<file path="src/rtl/core/assert_macros.svh">
// Assertion helpers, clocked on the rising edge and held off while in reset.
`ifndef ASSERT_MACROS_SVH
`define ASSERT_MACROS_SVH

// Same-cycle implication.
`define TEFR_ASSERT_IMP(lbl, clk, rst_n, ante, cons) \
  lbl: assert property (@(posedge clk) disable iff (!rst_n) (ante) |-> (cons)) \
    else $error("tefr assertion failed");

// Next-cycle implication.
`define TEFR_ASSERT_NXT(lbl, clk, rst_n, ante, cons) \
  lbl: assert property (@(posedge clk) disable iff (!rst_n) (ante) |=> (cons)) \
    else $error("tefr assertion failed");

`endif

</file>
<file path="src/rtl/core/tefr_pkg.sv">
package tefr_pkg;

  localparam int STAMP_W  = 32;
  localparam int MODULE_W = 16;
  localparam int INDEX_W  = 16;
  localparam int FLAGS_W  = 32;
  localparam int CFG_IDX_W = 1;

  // configuration register indexes
  localparam logic [CFG_IDX_W-1:0] CFG_CRITICAL = 1'b0;
  localparam logic [CFG_IDX_W-1:0] CFG_IGNORE   = 1'b1;

  typedef enum logic [1:0] {
    OP_SET_CLR  = 2'd0,
    OP_DETAILS  = 2'd1,
    OP_CLR_ALL  = 2'd2,
    OP_SUMMARY  = 2'd3
  } op_t;

  typedef struct packed {
    logic [STAMP_W-1:0]  stamp;
    logic [MODULE_W-1:0] module_id;
    logic                state;
  } rec_t;

  typedef struct packed {
    logic rd_en;
    logic set_wr;
    logic clr_wr;
  } mem_ctl_t;

endpackage

</file>
<file path="src/rtl/core/tefr_if.sv">
interface tefr_in_if;
  logic        valid;
  logic        ready;
  logic [1:0]  operation;
  logic [15:0] error_index;
  logic        new_state;
  logic [15:0] caller_module;
  logic [31:0] current_time;

  modport source (output valid, operation, error_index, new_state, caller_module,
                  current_time, input ready);
  modport sink (input valid, operation, error_index, new_state, caller_module,
                current_time, output ready);
endinterface

interface tefr_out_if;
  logic        valid;
  logic        ready;
  logic        error_set;
  logic        current_state;
  logic [15:0] current_module;
  logic [31:0] current_time_stamp;
  logic [31:0] current_age;
  logic        previous_state;
  logic [15:0] previous_module;
  logic [31:0] previous_time_stamp;
  logic [31:0] previous_age;
  logic        is_enabled;
  logic        is_critical;
  logic [31:0] all_flags;

  modport source (output valid, error_set, current_state, current_module,
                  current_time_stamp, current_age, previous_state, previous_module,
                  previous_time_stamp, previous_age, is_enabled, is_critical,
                  all_flags, input ready);
  modport sink (input valid, error_set, current_state, current_module,
                current_time_stamp, current_age, previous_state, previous_module,
                previous_time_stamp, previous_age, is_enabled, is_critical,
                all_flags, output ready);
endinterface

</file>
<file path="src/rtl/core/tefr_rec_mem.sv">
module tefr_rec_mem #(
  parameter int DEPTH = 32,
  parameter int AW    = 5
) (
  input  logic                clk,
  input  logic                rst_n,
  input  logic                wr_en,
  input  logic                rd_en,
  input  logic [AW-1:0]       addr,
  input  tefr_pkg::rec_t      wdata,
  output tefr_pkg::rec_t      rdata
);

  tefr_pkg::rec_t   mem_r [DEPTH];
  tefr_pkg::rec_t   rd_data_r;
  logic [DEPTH-1:0] vld_r;
  logic             rd_vld_r;

  // entries never written read back as zero
  always_ff @(posedge clk) begin
    if (!rst_n) begin
      vld_r    <= '0;
      rd_vld_r <= 1'b0;
    end else begin
      if (wr_en) vld_r[addr] <= 1'b1;
      if (rd_en) rd_vld_r <= vld_r[addr];
    end
  end

  always_ff @(posedge clk) begin
    if (wr_en) mem_r[addr] <= wdata;
    if (rd_en) rd_data_r <= mem_r[addr];
  end

  assign rdata = rd_vld_r ? rd_data_r : '0;

endmodule

</file>
<file path="src/rtl/core/tefr_ctrl.sv">
`include "assert_macros.svh"

module tefr_ctrl #(
  parameter int ERROR_COUNT = 32,
  parameter int IW          = 5
) (
  input  logic                   clk,
  input  logic                   rst_n,
  tefr_in_if.sink                in_if,
  tefr_out_if.source             out_if,
  input  logic [ERROR_COUNT-1:0] crit_mask,
  input  logic [ERROR_COUNT-1:0] ign_mask,
  output tefr_pkg::mem_ctl_t     mem_ctl,
  output logic [IW-1:0]          mem_addr,
  output tefr_pkg::rec_t         mem_wdata,
  input  tefr_pkg::rec_t         set_rdata,
  input  tefr_pkg::rec_t         clr_rdata
);

  typedef enum logic [4:0] {
    ST_IDLE  = 5'b00001,
    ST_UPD   = 5'b00010,
    ST_READ  = 5'b00100,
    ST_RESP  = 5'b01000,
    ST_SWEEP = 5'b10000
  } state_t;

  typedef struct packed {
    logic                               error_set;
    logic                               current_state;
    logic [tefr_pkg::MODULE_W-1:0]      current_module;
    logic [tefr_pkg::STAMP_W-1:0]       current_time_stamp;
    logic [tefr_pkg::STAMP_W-1:0]       current_age;
    logic                               previous_state;
    logic [tefr_pkg::MODULE_W-1:0]      previous_module;
    logic [tefr_pkg::STAMP_W-1:0]       previous_time_stamp;
    logic [tefr_pkg::STAMP_W-1:0]       previous_age;
    logic                               is_enabled;
    logic                               is_critical;
    logic [tefr_pkg::FLAGS_W-1:0]       all_flags;
  } rsp_t;

  state_t                         state_r, state_nxt;
  logic [ERROR_COUNT-1:0]         flags_r, flags_nxt;
  logic [IW-1:0]                  cnt_r, cnt_nxt;
  logic                           out_vld_r, out_vld_nxt;
  rsp_t                           out_r, out_nxt;

  tefr_pkg::op_t                  op_r;
  logic                           idx_ok_r;
  logic [IW-1:0]                  idx_r;
  logic                           ns_r;
  logic [tefr_pkg::MODULE_W-1:0]  mod_r;
  logic [tefr_pkg::STAMP_W-1:0]   time_r;

  logic                           accept;
  logic                           flag_sel;
  logic                           det;
  tefr_pkg::rec_t                 cur, prv;
  rsp_t                           rsp;

  assign in_if.ready = (state_r == ST_IDLE);
  assign accept      = in_if.valid && in_if.ready;

  always_ff @(posedge clk) begin
    if (accept) begin
      op_r     <= tefr_pkg::op_t'(in_if.operation);
      idx_ok_r <= in_if.error_index < tefr_pkg::INDEX_W'(ERROR_COUNT);
      idx_r    <= in_if.error_index[IW-1:0];
      ns_r     <= in_if.new_state;
      mod_r    <= in_if.caller_module;
      time_r   <= in_if.current_time;
    end
  end

  // response fields, valid while in ST_RESP (read data is held)
  always_comb begin
    flag_sel = flags_r[idx_r];
    det      = (op_r == tefr_pkg::OP_DETAILS) && idx_ok_r;
    cur      = flag_sel ? set_rdata : clr_rdata;
    prv      = flag_sel ? clr_rdata : set_rdata;
    rsp      = '0;
    rsp.all_flags = tefr_pkg::FLAGS_W'(flags_r);
    if (op_r == tefr_pkg::OP_SUMMARY) begin
      rsp.error_set   = |flags_r;
      rsp.is_critical = |(flags_r & crit_mask);
    end else if (det) begin
      rsp.error_set           = flag_sel;
      rsp.current_state       = cur.state;
      rsp.current_module      = cur.module_id;
      rsp.current_time_stamp  = cur.stamp;
      rsp.current_age         = time_r - cur.stamp;
      rsp.previous_state      = prv.state;
      rsp.previous_module     = prv.module_id;
      rsp.previous_time_stamp = prv.stamp;
      rsp.previous_age        = time_r - prv.stamp;
      rsp.is_enabled          = !ign_mask[idx_r];
      rsp.is_critical         = crit_mask[idx_r];
    end
  end

  always_comb begin
    state_nxt   = state_r;
    flags_nxt   = flags_r;
    cnt_nxt     = cnt_r;
    out_nxt     = out_r;
    out_vld_nxt = out_vld_r && !out_if.ready;
    mem_ctl     = '0;
    mem_addr    = (state_r == ST_SWEEP) ? cnt_r : idx_r;
    mem_wdata   = '{stamp: time_r, module_id: mod_r, state: 1'b0};

    case (state_r)
      ST_IDLE: begin
        if (accept) begin
          case (tefr_pkg::op_t'(in_if.operation))
            tefr_pkg::OP_SET_CLR: state_nxt = ST_UPD;
            tefr_pkg::OP_DETAILS: state_nxt = ST_READ;
            tefr_pkg::OP_CLR_ALL: begin
              state_nxt = ST_SWEEP;
              cnt_nxt   = '0;
            end
            tefr_pkg::OP_SUMMARY: state_nxt = ST_RESP;
            default: state_nxt = ST_IDLE;
          endcase
        end
      end
      ST_UPD: begin
        if (idx_ok_r) begin
          if (ns_r && !flags_r[idx_r] && !ign_mask[idx_r]) begin
            flags_nxt[idx_r] = 1'b1;
            mem_ctl.set_wr   = 1'b1;
            mem_wdata.state  = 1'b1;
          end else if (!ns_r && flags_r[idx_r]) begin
            flags_nxt[idx_r] = 1'b0;
            mem_ctl.clr_wr   = 1'b1;
          end
        end
        state_nxt = ST_IDLE;
      end
      ST_READ: begin
        mem_ctl.rd_en = idx_ok_r;
        state_nxt     = ST_RESP;
      end
      ST_RESP: begin
        if (!out_vld_r || out_if.ready) begin
          out_nxt     = rsp;
          out_vld_nxt = 1'b1;
          state_nxt   = ST_IDLE;
        end
      end
      ST_SWEEP: begin
        if (flags_r[cnt_r]) begin
          flags_nxt[cnt_r] = 1'b0;
          mem_ctl.clr_wr   = 1'b1;
        end
        cnt_nxt = cnt_r + 1'b1;
        if (cnt_r == IW'(ERROR_COUNT - 1)) state_nxt = ST_IDLE;
      end
      default: state_nxt = ST_IDLE;
    endcase
  end

  always_ff @(posedge clk) begin
    if (!rst_n) begin
      state_r   <= ST_IDLE;
      flags_r   <= '0;
      cnt_r     <= '0;
      out_vld_r <= 1'b0;
    end else begin
      state_r   <= state_nxt;
      flags_r   <= flags_nxt;
      cnt_r     <= cnt_nxt;
      out_vld_r <= out_vld_nxt;
    end
  end

  always_ff @(posedge clk) begin
    out_r <= out_nxt;
  end

  assign out_if.valid               = out_vld_r;
  assign out_if.error_set           = out_r.error_set;
  assign out_if.current_state       = out_r.current_state;
  assign out_if.current_module      = out_r.current_module;
  assign out_if.current_time_stamp  = out_r.current_time_stamp;
  assign out_if.current_age         = out_r.current_age;
  assign out_if.previous_state      = out_r.previous_state;
  assign out_if.previous_module     = out_r.previous_module;
  assign out_if.previous_time_stamp = out_r.previous_time_stamp;
  assign out_if.previous_age        = out_r.previous_age;
  assign out_if.is_enabled          = out_r.is_enabled;
  assign out_if.is_critical         = out_r.is_critical;
  assign out_if.all_flags           = out_r.all_flags;

  `TEFR_ASSERT_IMP(a_no_rd_wr_overlap, clk, rst_n, mem_ctl.rd_en,
                   !mem_ctl.set_wr && !mem_ctl.clr_wr)
  `TEFR_ASSERT_IMP(a_set_wr_only_upd, clk, rst_n, mem_ctl.set_wr,
                   state_r == ST_UPD && ns_r && idx_ok_r)
  `TEFR_ASSERT_NXT(a_set_adds_flag, clk, rst_n, mem_ctl.set_wr,
                   $countones(flags_r) == $past($countones(flags_r)) + 1)
  `TEFR_ASSERT_NXT(a_sweep_clears, clk, rst_n,
                   state_r == ST_SWEEP && state_nxt == ST_IDLE, flags_r == '0)

endmodule

</file>
<file path="src/rtl/core/timestamped_error_flag_recorder_core.sv">
// Channel  Dir  Handshake      Payload
// in_if    in   valid/ready    operation, error_index, new_state, caller_module, current_time
// out_if   out  valid/ready    details or summary of the flags and records
// cfg_*    in   cfg_wr_en      cfg_index selects critical_mask or ignore_mask, cfg_data
//
// Set/clear passes through ST_UPD, a summary query through ST_RESP and a details query through
// ST_READ then ST_RESP (plus any wait on out_if); clear-all walks every flag index in ST_SWEEP,
// writing the clear record memory for each flag that is set. Set and clear records sit in two
// single-port memories with a registered read port. Synchronous reset clears flags, masks and
// per-entry valid bits; unwritten records read as zero, so there is no clearing pass.
// A new transaction is taken while a result waits in the output register.
module timestamped_error_flag_recorder_core #(
  parameter int ERROR_COUNT = 32
) (
  input  logic                              clk,
  input  logic                              rst_n,
  tefr_in_if.sink                           in_if,
  tefr_out_if.source                        out_if,
  input  logic                              cfg_wr_en,
  input  logic [tefr_pkg::CFG_IDX_W-1:0]    cfg_index,
  input  logic [tefr_pkg::FLAGS_W-1:0]      cfg_data
);

  localparam int IW = (ERROR_COUNT > 1) ? $clog2(ERROR_COUNT) : 1;

  logic [tefr_pkg::FLAGS_W-1:0] crit_r;
  logic [tefr_pkg::FLAGS_W-1:0] ign_r;

  tefr_pkg::mem_ctl_t mem_ctl;
  logic [IW-1:0]      mem_addr;
  tefr_pkg::rec_t     mem_wdata;
  tefr_pkg::rec_t     set_rdata;
  tefr_pkg::rec_t     clr_rdata;

  always_ff @(posedge clk) begin
    if (!rst_n) begin
      crit_r <= '0;
      ign_r  <= '0;
    end else if (cfg_wr_en) begin
      case (cfg_index)
        tefr_pkg::CFG_CRITICAL: crit_r <= cfg_data;
        tefr_pkg::CFG_IGNORE:   ign_r  <= cfg_data;
        default: ;
      endcase
    end
  end

  tefr_ctrl #(
    .ERROR_COUNT (ERROR_COUNT),
    .IW          (IW)
  ) u_ctrl (
    .clk       (clk),
    .rst_n     (rst_n),
    .in_if     (in_if),
    .out_if    (out_if),
    .crit_mask (crit_r[ERROR_COUNT-1:0]),
    .ign_mask  (ign_r[ERROR_COUNT-1:0]),
    .mem_ctl   (mem_ctl),
    .mem_addr  (mem_addr),
    .mem_wdata (mem_wdata),
    .set_rdata (set_rdata),
    .clr_rdata (clr_rdata)
  );

  tefr_rec_mem #(
    .DEPTH (ERROR_COUNT),
    .AW    (IW)
  ) u_set_mem (
    .clk   (clk),
    .rst_n (rst_n),
    .wr_en (mem_ctl.set_wr),
    .rd_en (mem_ctl.rd_en),
    .addr  (mem_addr),
    .wdata (mem_wdata),
    .rdata (set_rdata)
  );

  tefr_rec_mem #(
    .DEPTH (ERROR_COUNT),
    .AW    (IW)
  ) u_clr_mem (
    .clk   (clk),
    .rst_n (rst_n),
    .wr_en (mem_ctl.clr_wr),
    .rd_en (mem_ctl.rd_en),
    .addr  (mem_addr),
    .wdata (mem_wdata),
    .rdata (clr_rdata)
  );

endmodule

</file>
<file path="src/flat_wrapper.sv">
// flat-port wrapper written by rule: the top's interface ports become plain ports
module timestamped_error_flag_recorder_core_flat 
#(
  parameter int ERROR_COUNT = 32
)
  (clk, rst_n, cfg_wr_en, cfg_index, cfg_data, in_if_valid, in_if_operation, in_if_error_index, in_if_new_state, in_if_caller_module, in_if_current_time, in_if_ready, out_if_valid, out_if_error_set, out_if_current_state, out_if_current_module, out_if_current_time_stamp, out_if_current_age, out_if_previous_state, out_if_previous_module, out_if_previous_time_stamp, out_if_previous_age, out_if_is_enabled, out_if_is_critical, out_if_all_flags, out_if_ready);
  tefr_in_if in_if_i ();
  tefr_out_if out_if_i ();
  input  logic clk;
  input  logic rst_n;
  input  logic cfg_wr_en;
  input  logic [tefr_pkg::CFG_IDX_W-1:0] cfg_index;
  input  logic [tefr_pkg::FLAGS_W-1:0] cfg_data;
  input wire logic [$bits(in_if_i.valid)-1:0] in_if_valid;
  input wire logic [$bits(in_if_i.operation)-1:0] in_if_operation;
  input wire logic [$bits(in_if_i.error_index)-1:0] in_if_error_index;
  input wire logic [$bits(in_if_i.new_state)-1:0] in_if_new_state;
  input wire logic [$bits(in_if_i.caller_module)-1:0] in_if_caller_module;
  input wire logic [$bits(in_if_i.current_time)-1:0] in_if_current_time;
  output wire logic [$bits(in_if_i.ready)-1:0] in_if_ready;
  output wire logic [$bits(out_if_i.valid)-1:0] out_if_valid;
  output wire logic [$bits(out_if_i.error_set)-1:0] out_if_error_set;
  output wire logic [$bits(out_if_i.current_state)-1:0] out_if_current_state;
  output wire logic [$bits(out_if_i.current_module)-1:0] out_if_current_module;
  output wire logic [$bits(out_if_i.current_time_stamp)-1:0] out_if_current_time_stamp;
  output wire logic [$bits(out_if_i.current_age)-1:0] out_if_current_age;
  output wire logic [$bits(out_if_i.previous_state)-1:0] out_if_previous_state;
  output wire logic [$bits(out_if_i.previous_module)-1:0] out_if_previous_module;
  output wire logic [$bits(out_if_i.previous_time_stamp)-1:0] out_if_previous_time_stamp;
  output wire logic [$bits(out_if_i.previous_age)-1:0] out_if_previous_age;
  output wire logic [$bits(out_if_i.is_enabled)-1:0] out_if_is_enabled;
  output wire logic [$bits(out_if_i.is_critical)-1:0] out_if_is_critical;
  output wire logic [$bits(out_if_i.all_flags)-1:0] out_if_all_flags;
  input wire logic [$bits(out_if_i.ready)-1:0] out_if_ready;
  assign in_if_i.valid = in_if_valid;
  assign in_if_i.operation = in_if_operation;
  assign in_if_i.error_index = in_if_error_index;
  assign in_if_i.new_state = in_if_new_state;
  assign in_if_i.caller_module = in_if_caller_module;
  assign in_if_i.current_time = in_if_current_time;
  assign in_if_ready = in_if_i.ready;
  assign out_if_valid = out_if_i.valid;
  assign out_if_error_set = out_if_i.error_set;
  assign out_if_current_state = out_if_i.current_state;
  assign out_if_current_module = out_if_i.current_module;
  assign out_if_current_time_stamp = out_if_i.current_time_stamp;
  assign out_if_current_age = out_if_i.current_age;
  assign out_if_previous_state = out_if_i.previous_state;
  assign out_if_previous_module = out_if_i.previous_module;
  assign out_if_previous_time_stamp = out_if_i.previous_time_stamp;
  assign out_if_previous_age = out_if_i.previous_age;
  assign out_if_is_enabled = out_if_i.is_enabled;
  assign out_if_is_critical = out_if_i.is_critical;
  assign out_if_all_flags = out_if_i.all_flags;
  assign out_if_i.ready = out_if_ready;
  timestamped_error_flag_recorder_core #(.ERROR_COUNT(ERROR_COUNT)) u_core (.clk(clk), .rst_n(rst_n), .in_if(in_if_i), .out_if(out_if_i), .cfg_wr_en(cfg_wr_en), .cfg_index(cfg_index), .cfg_data(cfg_data));
endmodule
</file>
<file path="config.mk">
export PLATFORM = sky130hd
export DESIGN_NAME = timestamped_error_flag_recorder_core_flat
export DESIGN_NICKNAME = d
export VERILOG_FILES = /design/src/rtl/core/tefr_pkg.sv /design/src/rtl/core/tefr_if.sv /design/src/rtl/core/tefr_rec_mem.sv /design/src/rtl/core/tefr_ctrl.sv /design/src/rtl/core/timestamped_error_flag_recorder_core.sv /design/src/flat_wrapper.sv
export VERILOG_INCLUDE_DIRS = /design/src /design/src/rtl/core
export SDC_FILE = /design/constraint.sdc
export NUM_CORES = 2
export LEC_CHECK = 0
export ABC_CLOCK_PERIOD_IN_PS = 10900
export BUFFER_PORTS_ARGS = -buffer_cell sky130_fd_sc_hd__clkbuf_2
export CAP_MARGIN = 30
export CELL_PAD_IN_SITES_DETAIL_PLACEMENT = 1
export CELL_PAD_IN_SITES_GLOBAL_PLACEMENT = 1
export CORE_MARGIN = 8
export CORE_UTILIZATION = 25
export CTS_BUF_LIST = sky130_fd_sc_hd__clkbuf_4 sky130_fd_sc_hd__clkbuf_8 sky130_fd_sc_hd__clkbuf_16
export DETAILED_ROUTE_END_ITERATION = 8
export PLACE_DENSITY_LB_ADDON = 0.1
export SLEW_MARGIN = 20
export SYNTH_ARGS = -nofsm -noshare
export SYNTH_HDL_FRONTEND = slang
export SYNTH_SLANG_ARGS = --single-unit
export TNS_END_PERCENT = 100
</file>
<file path="constraint.sdc">
create_clock -name clk -period 10.9 [get_ports clk]
set_input_delay 1.09 -clock clk [delete_from_list [all_inputs] [get_ports clk]]
set_output_delay 1.09 -clock clk [all_outputs]
set_load 0.005 [all_outputs]
</file>
---- Word-level counts from Yosys, hierarchy flattened ----
Memories as Yosys holds them, arrays and structs flattened. A register that Yosys moved wholly into a read port is not among the register bits.
Cells that the tools add are included.
cells by class
  $lt $le $gt $ge ......................... 7
  bitwise logic cells ..................... 10
  $add $sub $neg .......................... 3
  muxes and demuxes ....................... 55
  eq/ne operators ......................... 18
  shift-type cells ........................ 0
  reduce and logical (&&, ||, !) cells .... 27
  $mul .................................... 0
  divide/modulo/power cells ............... 0
operators by type and width
  kind                                                                     number
  49-bit two-way mux                                                       4
  165-bit two-way mux                                                      1
  32-bit two-way mux                                                       4
  32-bit AND                                                               3
  32-bit OR                                                                3
  32-bit inverter                                                          2
  32-bit one-hot mux with 2 select lines                                   1
  32-bit OR reduction                                                      2
  32-bit subtractor                                                        2
  5-bit one-hot mux with 4 select lines                                    2
  1-bit binary-select mux with 5-bit select                                6
  5-bit two-way mux                                                        6
  1-bit two-way mux                                                        25
  5-bit by 6-bit < comparator with 1-bit output, second input constant     3
  16-bit by 6-bit < comparator with 1-bit output, second input constant    1
  1-bit demux with 5-bit select                                            3
  5-bit by 1-bit >= comparator with 1-bit output, second input constant    3
  5-bit equality test, second input constant                               2
  5-bit one-hot mux with 2 select lines                                    1
  1-bit logical AND                                                        9
  2-bit by 1-bit inequality test with 1-bit output, second input constant  4
  2-bit equality test, second input constant                               3
  2-bit AND reduction                                                      3
  3-bit AND reduction                                                      2
  other kinds (17)                                                         25
word-level totals
  memories ................................ 2
  register bits after elaboration ......... 427
  logic and storage cells ................. 150
  bits in read-only memories .............. 0
  bits in latches ......................... 0
  output and inout bits ................... 199
  memory bits (writable) .................. 3136
memories
  name                    depth  width  rd ports  clocked after Yosys merged registers in  write ports  line                text
  u_core.u_clr_mem.mem_r  32     49     1         1                                        1            tefr_rec_mem.sv:14  tefr_pkg::rec_t mem_r [DEPTH];
  u_core.u_set_mem.mem_r  32     49     1         1                                        1            tefr_rec_mem.sv:14

---- Depth between registers and ports, before layout ----
  depth in word-level cells ............... 10
  depth in mapped cells ................... 29

---- Hierarchy ----
From an unflattened synthesis, not the netlist that was laid out.
second synthesis, totals
  cells, all modules ...................... 7088
  area, all modules ....................... 143013.4 um2
modules (own cells, without submodules)
  module                                times used  seq. area each (um2)  area each (um2)  cells an instance
  tefr_rec_mem (u_core.u_clr_mem)       1           49217.2               61661.6          2588
  tefr_rec_mem (u_core.u_set_mem)       1           49217.2               61641.6          2588
  tefr_ctrl                             1           8488.1                17271.6          1667
  timestamped_error_flag_recorder_core  1           1281.2                2438.6           245

---- Worst setup path before layout ----
Ideal clock, no wire load.
  path kind ............................... in2reg
  start ................................... in out_if_ready
  end ..................................... reg u_core.u_ctrl.out_r, in the netlist u_core.u_ctrl.out_if.all_flags[0], enable pin
  data required time ...................... 10.120 ns
  data arrival time ....................... 9.872 ns
  cell stages on the path ................. 2
  slack ................................... 0.248 ns
  buffers on the path ..................... 0
  cell sequence ........................... nand2b_1 nor2b_1
between the ends
  cells in the longest elaborated chain, start to end .. 2
ends and longest elaborated chain
  element                               line                text
  start, declared                       flat_wrapper.sv:34  input wire logic [$bits(out_if_i.ready)-1:0] out_if_ready;
  1-bit logical OR                      tefr_ctrl.sv:145    if (!out_vld_r || out_if.ready) begin
  2-bit AND reduction (no source line)  --
  end signal, assigned                  tefr_ctrl.sv:178    out_r <= out_nxt;
  end, declared                         tefr_ctrl.sv:47     rsp_t out_r, out_nxt;
No other way between the ends.
A chain may end at the register's enable or synchronous reset.

---- Worst setup path after layout ----
  start ................................... reg u_core.u_ctrl.idx_r[0]
  end ..................................... reg u_core.u_ctrl.out_r, in the netlist u_core.u_ctrl.out_if.current_age[31] (data pin)
between the ends
  cells in the longest elaborated chain, start to end .. 4
ends and longest elaborated chain
  element                                    line             text
  start, declared                            tefr_ctrl.sv:51  logic [IW-1:0] idx_r;
  start signal, assigned                     tefr_ctrl.sv:69  idx_r <= in_if.error_index[IW-1:0];
  1-bit binary-select mux with 5-bit select  tefr_ctrl.sv:78  flag_sel = flags_r[idx_r];
  1-bit two-way mux (implied by the code)    tefr_ctrl.sv:78
  49-bit two-way mux                         tefr_ctrl.sv:80  cur = flag_sel ? set_rdata : clr_rdata;
  32-bit subtractor                          tefr_ctrl.sv:92  rsp.current_age = time_r - cur.stamp;
No other way between the ends. The select of a mux whose other input is x is not followed.

==> impl_metrics.env <==
export IMPL_status="finished clean"
export IMPL_grt_overflow=0
export IMPL_final_common_cell="edfxtp_1"
export IMPL_drt_total_wl_um=558000
export IMPL_setup_viol=0
export IMPL_firstDrtPassIters=5
export IMPL_die_area_um2=592000
export IMPL_synthCells=7152
export IMPL_sw_frac_of_total_pct=25.2
export IMPL_routedWlPerCell_um=35.6
export IMPL_r2r_slack_ns=2.88
export IMPL_place_worst_setup_slack_ns=2.87
export IMPL_synth_async_reset_ratio_pct=0
export IMPL_leakage_nw=52.4
export IMPL_finalWorstSetupSlack_ns=2.88
export IMPL_vias=76800
export IMPL_final_layout_size_suffix_gt1_share_pct=27.3
export IMPL_grtUsageMet2_pct=30.3
export IMPL_grt_use_met3_pct=2.39
export IMPL_crit_type="reg2reg"
export IMPL_final_antenna_net_count=0
export IMPL_cts_root_buf="clkbuf_16"
export IMPL_htree_levels=5
export IMPL_cts_sinks=3661
export IMPL_ys_flop_type="edfxtp_1"
export IMPL_drv_slew=0
export IMPL_nets=7929
export IMPL_crit_arrival_ns=8.73
export IMPL_grt_pass1_wl_um=744000
export IMPL_post_cts_buffers=0
export IMPL_p_switching_w=0.00846
export IMPL_start_util_pct=25.1
export IMPL_relSlewSlack_pct=26.4
export IMPL_stdcell_count=15700
export IMPL_dp_cells=14900
export IMPL_routabilityCongestion=0.812
export IMPL_numCtsBuffers=423
export IMPL_period_share_pct=73.6
export IMPL_p_int_w=0.0251
export IMPL_synth_edf_count=3488
export IMPL_clk_latency_ns=1.03
export IMPL_clk_pin_slew_ns=0.06
export IMPL_grt_pass1_vias=80600
export IMPL_final_cell_mix="edfxtp_1 (3,488), mux4_2 (798), clkbuf_16 (425), a22oi_1 (399), nand2_1 (349)"
export IMPL_grt_max_degree=112
export IMPL_syn_to_final_growth_pct=19.0
export IMPL_cts_tree="built"
export IMPL_fp_row_count=276
export IMPL_viasPerCell=4.91
export IMPL_p_comb_share_pct=10.5
export IMPL_power_total_w=0.0336
export IMPL_ys_seq_area_share_pct=76.3
export IMPL_maxCapViolations=0
export IMPL_ioPinCount=304
export IMPL_busiest_layer="met2"
export IMPL_peakVddDrop_uv=132
export IMPL_drc=0
export IMPL_seqPwrFrac_pct=47.4
export IMPL_layout_min_cycle_time_ns=8.02
export IMPL_power_share_clock_pct=42.1
export IMPL_hold_path_class="in2reg"
export IMPL_worst_pin_slew_ns=1.10
export IMPL_hold_violations=0
export IMPL_clock_path_buffers=4
export IMPL_track_usage_pct=18.3
export IMPL_cts_resized=0
export IMPL_syn_area_per_cell_um2=19.8
export IMPL_hpwl_um=331000
export IMPL_end_kind="register"
export IMPL_powerDensity_nw_per_um2=199
export IMPL_ys_ff_latch=3661
export IMPL_yosysWarnings=0
export IMPL_netlist_top_cells_area="edfxtp_1 (74%), mux4_2 (13%), dfxtp_1 (2.4%)"
export IMPL_skew_ns=0.0812
export IMPL_die_w_um=769
export IMPL_startpoint_type="register"
export IMPL_synth_top_cell_by_area="edfxtp_1"
export IMPL_grtUsageMet1_pct=25.6
export IMPL_dr_first_iter_drc_count=6919
export IMPL_rsz0062_at_grt="no"
export IMPL_synth_top_area_share_pct=73.8
export IMPL_required_ns=11.61
export IMPL_fp_dieH_um=769
export IMPL_hold_buffers=0
export IMPL_crit_fanout=48
export IMPL_finalSetupTns_ns=0
export IMPL_synth_nets=7297
export IMPL_fmax_mhz=125
export IMPL_synth_cell_types=88
export IMPL_core_um2=565000
export IMPL_antenna_found_initial=46
export IMPL_numPortBuffers=303
export IMPL_syn_cell_area_um2=142000
## worst paths after layout
path / from / end / cells after the start
setup / recovery: u_core.u_ctrl.idx_r[0]$_DFFE_PP_ / u_core.u_ctrl.out_if.current_age[31]$_SDFFCE_PP0P_ / 23
hold / removal: in_if_current_time[31] / u_core.u_ctrl.time_r[31]$_DFFE_PP_ / 1
setup reg to reg: u_core.u_ctrl.idx_r[0]$_DFFE_PP_ / u_core.u_ctrl.out_if.current_age[31]$_SDFFCE_PP0P_ / 23
hold reg to reg: u_core.u_clr_mem.vld_r[2]$_SDFFE_PN0P_ / u_core.u_clr_mem.vld_r[2]$_SDFFE_PN0P_ / 1
## state kept, by name, summed over array words and instances, names as in the netlist, 49 cells and up, named ones only
signal	count
u_core.u_clr_mem.rd_data_r	49
u_core.u_clr_mem.mem_r	1568
u_core.u_set_mem.mem_r	1568
u_core.u_set_mem.rd_data_r	49
## layout make-up
cell class	instances	area (µm²)
fillers	57200	396000
flip-flops and latches	3661	108000
multi-input cells	3032	32500
clock buffers	536	11500
well taps	7506	9390
repair buffers	624	4780
clock inverters	235	2250
inverters	42	158
diodes	17	42.5
## kinds of logic (layout without fill, tap and decap cells)
logic type	after synthesis	count (layout)	synth area share, %
and+or+nand+nor	1081	1081	3.61
other	0	17	0
buffers and inverters	459	1437	1.24
AOI/OAI and AO/OA	987	987	5.01
xor gates and xnor gates	74	74	0.457
DFF	3661	3661	76.3
muxes	826	826	12.9
adders and majority gates	64	64	0.535
## power groups by stage
stage          logic, W  registers, W  clock network, W
2_1_floorplan   0.00174        0.0164                 0
3_3_place_gp    0.00358        0.0162                 0
3_5_place_dp    0.00364        0.0162                 0
4_1_cts         0.00364        0.0159            0.0146
5_1_grt         0.00379        0.0159            0.0150
6_report        0.00354        0.0159            0.0141
## routing by layer
metal | vias up | share of wire, %
met2 | 2091 | 48
met5 | - | 0.0018
li1 | 31100 | -
met3 | 594 | 4.4
met4 | 2 | 2.4
met1 | 43000 | 46
## worst max-delay path: stages (launching register included)
cell and delay (ns):
edfxtp_1 0.32, buf_4 0.58, mux2i_1 0.37, o32ai_1 0.20
o21bai_1 0.74, nand4_4 0.83, a31oi_1 0.48, ha_1 0.33
o21a_1 0.21, o21ai_0 0.19, a21boi_0 0.23, or2_2 0.34
nor2b_1 0.13, o31ai_1 0.13, a2111oi_0 0.21, buf_1 0.17
buf_4 0.15, nand4bb_1 0.30, a221o_1 0.42, a31oi_1 0.25
o31ai_1 0.16, a221oi_1 0.57, a31o_2 0.26, a21oi_1 0.06
## Yosys cell counts (23+ instances only)
library cell  count
a21boi_0         69
a21oi_1          95
a22oi_1         399
a31oi_1          69
and2_1           52
and3_1           57
buf_1           104
clkbuf_1        298
dfxtp_1         173
edfxtp_1       3488
ha_1             38
inv_1            41
mux2i_1          23
mux4_2          798
nand2_1         350
nand3_1         142
nand4_1         102
nor2_1          254
nor3_1           23
o21a_1           79
o21ai_0          86
o221ai_1         28
xnor2_1          54
## metrics by stage
stage | instance area, µm² | hold slack, ns | utilization [%]
after detailed placement | 155000 | 0.448 | 27.4
after global placement | 154000 | 0.441 | 27.3
after floorplan | 142000 | 0.435 | -
final | 169000 | 0.251 | 29.9
after CTS | 169000 | 0.129 | 29.9
after global routing | 169000 | 0.175 | 29.9
No activity file was read; power rests on OpenSTA's default activity.
